**src/rtl/ndiv_pkg.sv**
```systemverilog
`timescale 1ns / 1ps

package ndiv_pkg;

    localparam int NDIV_WORD_BITS   = 32;
    localparam int NDIV_DATA_BITS   = 64;
    localparam int NDIV_SHAMT_BITS  = 6;
    localparam int NDIV_QUEUE_DEPTH = 4;

    // one classified division request
    typedef struct packed {
        logic [NDIV_DATA_BITS-1:0]  dividend;
        logic [NDIV_DATA_BITS-1:0]  divisor;
        logic [NDIV_SHAMT_BITS-1:0] shamt;
        logic                       dz;
    } ndiv_item_t;

    // 1-based position of the highest set bit, 0 for a zero word
    function automatic logic [NDIV_SHAMT_BITS-1:0] ndiv_fls32(input logic [31:0] w);
        logic [31:0]                v;
        logic [NDIV_SHAMT_BITS-1:0] pos;
        begin
            v   = w;
            pos = NDIV_SHAMT_BITS'(NDIV_WORD_BITS);
            if (v[31:16] == 16'h0)
            begin
                v   = v << 16;
                pos = pos - NDIV_SHAMT_BITS'(16);
            end
            if (v[31:24] == 8'h0)
            begin
                v   = v << 8;
                pos = pos - NDIV_SHAMT_BITS'(8);
            end
            if (v[31:28] == 4'h0)
            begin
                v   = v << 4;
                pos = pos - NDIV_SHAMT_BITS'(4);
            end
            if (v[31:30] == 2'h0)
            begin
                v   = v << 2;
                pos = pos - NDIV_SHAMT_BITS'(2);
            end
            if (v[31] == 1'b0)
            begin
                pos = pos - NDIV_SHAMT_BITS'(1);
            end
            if (w == 32'h0)
            begin
                pos = '0;
            end
            return pos;
        end
    endfunction

endpackage

```
**src/rtl/ndiv_front.sv**
```systemverilog
`timescale 1ns / 1ps

module ndiv_front
    import ndiv_pkg::*;
(
    input  logic        clk,
    input  logic        rst_n,
    input  logic        start,
    output logic        busy,
    input  logic [63:0] dividend,
    input  logic [63:0] divisor,
    input  logic        q_full,
    output logic        push,
    output ndiv_item_t  item
);

    logic       valid_reg;
    logic       valid_next;
    ndiv_item_t item_reg;
    ndiv_item_t item_next;
    logic       load;

    assign busy = valid_reg && q_full;
    assign push = valid_reg && !q_full;
    assign load = start && !busy;
    assign item = item_reg;

    // classify: zero divisor and normalizing shift
    always_comb
    begin
        item_next.dividend = dividend;
        item_next.divisor  = divisor;
        item_next.dz       = (divisor == '0);
        item_next.shamt    = ndiv_fls32(divisor[63:32]);
    end

    always_comb
    begin
        valid_next = valid_reg;
        if (load)
        begin
            valid_next = 1'b1;
        end
        else if (push)
        begin
            valid_next = 1'b0;
        end
    end

    always_ff @(posedge clk or negedge rst_n)
    begin
        if (!rst_n)
        begin
            valid_reg <= 1'b0;
        end
        else
        begin
            valid_reg <= valid_next;
        end
    end

    always_ff @(posedge clk)
    begin
        if (load)
        begin
            item_reg <= item_next;
        end
    end

endmodule

```
**config.mk**
```make
export PLATFORM = sky130hd
export DESIGN_NAME = ndiv_front
export DESIGN_NICKNAME = d
export VERILOG_FILES = /design/src/rtl/ndiv_pkg.sv /design/src/rtl/ndiv_front.sv
export SDC_FILE = /design/constraint.sdc
export NUM_CORES = 1
export LEC_CHECK = 0
export ABC_AREA = 1
export BUFFER_PORTS_ARGS = -buffer_cell sky130_fd_sc_hd__buf_2
export CAP_MARGIN = 40
export CORE_MARGIN = 1.5
export CORE_UTILIZATION = 45
export CTS_BUF_LIST = sky130_fd_sc_hd__clkbuf_4
export DETAILED_ROUTE_END_ITERATION = 10
export GPL_ROUTABILITY_DRIVEN = 0
export PLACE_DENSITY = 0.89
export SLEW_MARGIN = 20
export SYNTH_ARGS = -nofsm -noshare
export SYNTH_HDL_FRONTEND = slang
export SYNTH_SLANG_ARGS = --single-unit
```
**constraint.sdc**
```tcl
create_clock -name clk -period 12.24 [get_ports clk]
set_input_delay 0.612 -clock clk [delete_from_list [all_inputs] [get_ports clk]]
set_output_delay 0.612 -clock clk [all_outputs]
set_load 0.1 [all_outputs]
```
==> results of run 1 <==
## power by group through the flow
stage	registers, mW	logic (mW)	clock network, mW
final	0.549	0.256	0.340
after global routing	0.551	0.263	0.364
after CTS	0.549	0.256	0.347
after detailed placement	0.560	0.256	0
after global placement	0.559	0.252	0
after floorplan	0.740	0.0228	0
## worst max-delay path: cells and delay by family
kind | cells | cell delay, ns
fa+ha+maj | 1 | 0.23
buf+inv | 3 | 0.28
simple gates | 13 | 1.48
## worst min-delay path by stage
stage	start	endpoint	slack, ns	cells after the start
after detailed placement	rst_n	valid_reg	0.39	1
after floorplan	rst_n	valid_reg	0.32	0
after CTS	dividend[7]	item[78]	0.24	1
final	dividend[43]	item[114]	0.28	1
after global routing	dividend[6]	item[77]	0.23	1
after global placement	rst_n	valid_reg	0.39	1
## cells in the mapped netlist (3+ instances only)
| cell type | n |
|---|---|
| a31o_2 | 4 |
| buf_6 | 3 |
| edfxtp_1 | 135 |
| inv_1 | 23 |
| nand2_1 | 23 |
| nand2_2 | 14 |
| nand3_1 | 5 |
| nand3_2 | 3 |
| nand3b_1 | 5 |
| nand4_1 | 4 |
| nor2_1 | 19 |
| nor2_2 | 3 |
| nor2_4 | 5 |
| nor4_1 | 13 |
## per-layer routing
metal,global-route usage [%],up-vias
li1,-,1595
met4,7.90,0
met2,37.7,206
met1,23.2,1648
met3,6.75,24
met5,0,-
## through the flow
stage               cells  instance area [µm²]  hold slack, ns  utilization (%)  power [mW]
floorplan             273                 4850           0.316                -       0.763
global placement      676                 6350           0.387             61.0       0.810
detailed placement    677                 6380           0.389             61.3       0.815
CTS                   709                 6730           0.238             64.6        1.15
global route          709                 6730           0.227             64.6        1.18
finish                709                 6730           0.285             64.6        1.14
## final cells by class
type                            instances  share of cell area [%]
Sequential cell                       136                    60.6
Timing Repair Buffer                  272                    20.7
Multi-Input combinational cell        110                    9.78
Clock inverter                         13                    3.01
Tap cell                              136                    2.53
Clock buffer                           18                    2.01
Inverter                               24                    1.34
## cell families after synthesis
group / Yosys count / synth area share (%)
flops: 136 / 84.0
simple gates: 96 / 11.2
buf+inv: 27 / 2.55
compound gates: 13 / 1.98
fa+ha+maj: 1 / 0.258
==> impl_metrics.ini, run 1 <==
[worst_setup_path]
cp_max_fo = 14
r2r_slack_ns = 10.00
critPathArrivalTime_ns = 2.60
slowest_stage = nor2_4
crit_path_max_incr_delay_ns = 0.31
r2r-start = valid_reg
crit_end = item[6]
critPathLaunchType = primary input
cpMostUsedCell = nand2_1
path_cells = buf_2 > nor2_1 > nand2_1 > nor2_4 > nand2_4 > nand2_1 > nand2_1 > nand2_1 > nor2_4 > nand2_4 > ha_1 > inv_1 > nand4_1 > inv_1 > nand2_2 > nor2_1 > nor2_1
startpoint = divisor[56]
criticalPathCategory = primary input to register
cp-end-kind = register
critPathRequiredTime_ns = 12.49
r2r_cells = 6
timing.rr.end = item[118]

[power]
p_seq_share_pct = 48.0
switching_share_pct = 33.3
power_frac_clock_pct = 29.7
intPower_uw = 763
p_comb_share_pct = 22.3
p_leak_nw = 2.95
switchingPower_uw = 381
powerDensity_nw_per_um2 = 170
ir_drop_v = 0.0000871

[floorplanning]
coreArea_um2 = 10400
fp.dieW_um = 107
num_io_pins = 269
rows = 37
die_area_um2 = 11400
die_y_um = 107
initial_core_util_pct = 46.6

[yosys]
yosys-top-cells-area = edfxtp_1 (84%), nand2_2 (1.8%), inv_1 (1.8%)
synth-seq-cells = 136
synth.distinct_cells = 25
ys_async_sr_fraction_pct = 0.735
seq_area_frac_synth_pct = 84.0
synth.net_count = 406
synth_top_area_cell = edfxtp_1
netlist.area_leader.share_pct = 83.5
ys_warn_count = 0
syn_inst = 273
syn_avg_cell_area_um2 = 17.8
netlist_area_um2 = 4850
synthFlopType = edfxtp_1
synth_edf_count = 135

[cells_and_area]
nNetsFinal = 694
largest_reg_flops = 135
fillers = 783
seq_area_um2 = 4080
antennaDiodeCount = 0
final_common_cell = buf_2
drive_gt1_share_pct = 58.8
multi_input_area_um2 = 658
layout_common_cells = buf_2 (268), edfxtp_1 (135), nand2_1 (23), inv_1 (23)
syn_to_final_growth_pct = 38.6

[clock_tree]
post_cts_buffers = 0
cts-resized-gates = 0
cts_tree = yes
htreeDepth = 4
cts_max_path_buffers = 2
postCtsHoldBufs = 1
clkSinkCount = 136
cts_made_buffers = 17
clk_pin_slew_ns = 0.12
cts_root_buf = clkbuf_4
insertion_delay_ns = 0.49

[route]
drtIter0Drc = 185
drc_errors = 0
top_layer_used = met4
dr.pass1.iters = 4
wl_mm = 11.9
ant_nets = 0
viasPerCell = 4.90
wl_met1_mm = 4.28
via_count = 3473
wl_met3_mm = 1.05
wl_met2_mm = 6.36
wl_per_cell_um = 16.8

[sta]
finClkSkew_ns = 0.0153
relSlewSlack_pct = 55.7
worst-slew-pin-transition_ns = 0.665
fmax_ghz = 0.425
slew_viol_final = 0
hold_viol_final = 0
worst_slack_ns = 9.89
setup_viol = 0
fin_setup_tns_ns = 0
period_share_pct = 19.2
rsz0062_at_grt = no
fin_crit_ns = 2.35

[placed_design]
hpwl_mm = 9.30
dp_slack_ns = 9.40
port_buffers = 268

[global_route]
grt_max_degree = 66
grt_usage_pct = 21.0
grt_pass1_wl_mm = 17.6
first_global_vias = 3482
overflow = 0
antenna_found_initial = 0

[min_path]
hp-class = primary input to register

[outcome]
status = finished, final reports clean

[run]
maxCapViolations = 0
Note: power is estimated with default switching activity, not from simulation.
==> inputs of run 2 (changes only) <==
- ABC_AREA: 1 -> 0
- CORE_UTILIZATION: 45 -> 41
- PLACE_DENSITY: 0.89 -> 0.87
- clock period: 12.24 -> 1.9 ns (I/O delays scaled with it)
==> impl_metrics.ini, run 2 <==
[cells_and_area]
seq_area_um2 = 4080
fillers = 666
multi_input_area_um2 = 599
final_common_cell = buf_2
drive_gt1_share_pct = 50.9
syn_to_final_growth_pct = 74.4
nNetsFinal = 788
final_cell_area_um2 = 8060
layoutNonFillerInstCount = 808
layout_common_cells = buf_2 (265), edfxtp_1 (135), dlygate4sd3_1 (132)
antennaDiodeCount = 0
largest_reg_flops = 135
post-route-util_pct = 73.7

[global_route]
first_global_vias = 4157
overflow = 0
antenna_found_initial = 0
grt_usage_pct = 25.6
grt_max_degree = 71
grt_pass1_wl_mm = 21.9

[yosys]
netlist.area_leader.share_pct = 87.7
ys_warn_count = 0
yosysMostFrequentCell = edfxtp_1
synth.distinct_cells = 35
synth-seq-cells = 136
synthFlopType = edfxtp_1
ys_async_sr_fraction_pct = 0.735
syn_avg_cell_area_um2 = 21.3
synth_commonest_cells = edfxtp_1 (135), a21oi_1 (15), nor4_1 (11)
synth.net_count = 350
yosys-top-cells-area = edfxtp_1 (88%), a21oi_1 (1.6%), nor4_1 (1.5%)
syn_inst = 217
netlist_area_um2 = 4620
seq_area_frac_synth_pct = 88.3
synth_top_area_cell = edfxtp_1
synth_edf_count = 135

[worst_setup_path]
r2r_cells = 3
timing.rr.end = valid_reg
cp_max_fo = 4
startpoint = divisor[54]
r2r-start = valid_reg
criticalPathCategory = primary input to register
critPathArrivalTime_ns = 2.18
r2r_slack_ns = 0.36
crit_end = item[6]
cp-end-kind = register
critPathLaunchType = primary input
critPathRequiredTime_ns = 2.17

[clock_tree]
cts_tree = yes
htreeDepth = 4
cts_max_path_buffers = 2
clk_pin_slew_ns = 0.12
cts_made_buffers = 17
cts_root_buf = clkbuf_4
clkSinkCount = 136
insertion_delay_ns = 0.51

[min_path]
hp-class = primary input to register

[placed_design]
numPlacedInstances = 642
port_buffers = 268
hpwl_mm = 9.53
place_area_um2 = 6320

[floorplanning]
die_area_um2 = 11900
rows = 38
initial_core_util_pct = 42.3
num_io_pins = 269
die_y_um = 109
coreArea_um2 = 10900
fp.dieW_um = 109

[outcome]
violations = setup timing
status = finished with violations

[sta]
worst_slack_ns = -0.00359
fmax_ghz = 0.525
hold_viol_final = 0
period_share_pct = 100
fin_crit_ns = 1.90
relSlewSlack_pct = 64.2
rsz0062_at_grt = yes
worst-slew-pin-transition_ns = 0.541
finClkSkew_ns = 0.0187
setup_viol = 1
slew_viol_final = 0
whs_ns = 0.0809

[power]
powerDensity_nw_per_um2 = 943
p_leak_nw = 3.34
ir_drop_v = 0.000511
power.total_mw = 7.59

[route]
viasPerCell = 4.94
dr.pass1.iters = 4
wl_mm = 15.8
via_count = 3989
drtIter0Drc = 195
drc_errors = 0
wl_per_cell_um = 19.5
ant_nets = 0

[run]
maxCapViolations = 0
-- run 2: cell count changes after synthesis, sizes merged, moves of 3 or more --
| cell | previous run | this run |
|---|---|---|
| nand3 | 8 | 1 |
| o21ai | 4 | 7 |
| nand3b | 5 | 0 |
| a31o | 4 | 0 |
| or4 | 0 | 6 |
| inv | 24 | 3 |
| nand2 | 39 | 6 |
| a21oi | 2 | 16 |
| nor2 | 27 | 4 |
-- run 2: worst min path at each step --
stage / startpoint / endpoint / slack [ns] / depth (start not counted)
2_1_floorplan: rst_n / valid_reg / -0.20 / 0
3_3_place_gp: rst_n / valid_reg / -0.13 / 1
3_5_place_dp: rst_n / valid_reg / -0.13 / 1
4_1_cts: divisor[63] / item[4] / 0.05 / 3
5_1_grt: divisor[63] / item[4] / 0.05 / 3
6_report: divisor[63] / item[4] / 0.08 / 3
-- run 2: per-layer routing --
layer | GRT usage (%) | share of wire [%]
met3 | 6.75 | 8.7
met1 | 25.9 | 32
met2 | 47.9 | 55
met4 | 13.3 | 3.4
met5 | 0 | 0
-- run 2: metrics by stage --
stage	TNS (ns)	setup slack, ns
finish	-0.00359	-0.00359
global route	-0.0986	-0.0373
CTS	0	0.0314
detailed placement	-0.644	-0.203
global placement	-0.249	-0.129
floorplan	-158.35	-1.17
-- run 2: kinds of logic (layout without fill, tap and decap cells) --
logic type | count (synthesis) | in the layout | synth area share (%)
AO/OA/AOI/OAI | 35 | 35 | 4.87
XOR/XNOR | 1 | 1 | 0.190
adder cells (fa/ha/maj) | 1 | 1 | 0.271
buffers and inverters | 5 | 456 | 0.704
flip-flops | 136 | 136 | 88.3
multiplexers | 1 | 1 | 0.217
AND/OR/NAND/NOR | 38 | 38 | 5.47
-- run 2: what timing repair did --
item	CTS	global route
hold buffers	132	0
endpoints found under the hold margin	132	0
resized for setup	0	11
setup endpoints to repair	0	5
buffers inserted	0	5
-- run 2: power by group --
group / switching, mW / internal (mW) / leakage, nW / total [mW]
registers: 0.0479 / 3.50 / 1.30 / 3.54
logic: 1.46 / 0.425 / 1.88 / 1.89
clock network: 1.10 / 1.07 / 0.161 / 2.16
total: 2.61 / 4.99 / 3.34 / 7.59
-- run 2: layout make-up --
type	count	area share, %
Inverter	3	0.171
Clock buffer	18	1.68
Multi-Input combinational cell	76	7.44
Tap cell	140	2.17
Timing Repair Buffer	421	35.5
Clock inverter	14	2.45
Sequential cell	136	50.6
-- run 2: critical path: stages --
cell	delay, ns
dlygate4sd3_1	0.57
buf_2	0.17
nor4_4	0.26
buf_4	0.18
o211a_4	0.20
nor2_8	0.05
inv_4	0.08
ha_4	0.21
nor2_4	0.09
mux2i_1	0.19
o21ai_1	0.08
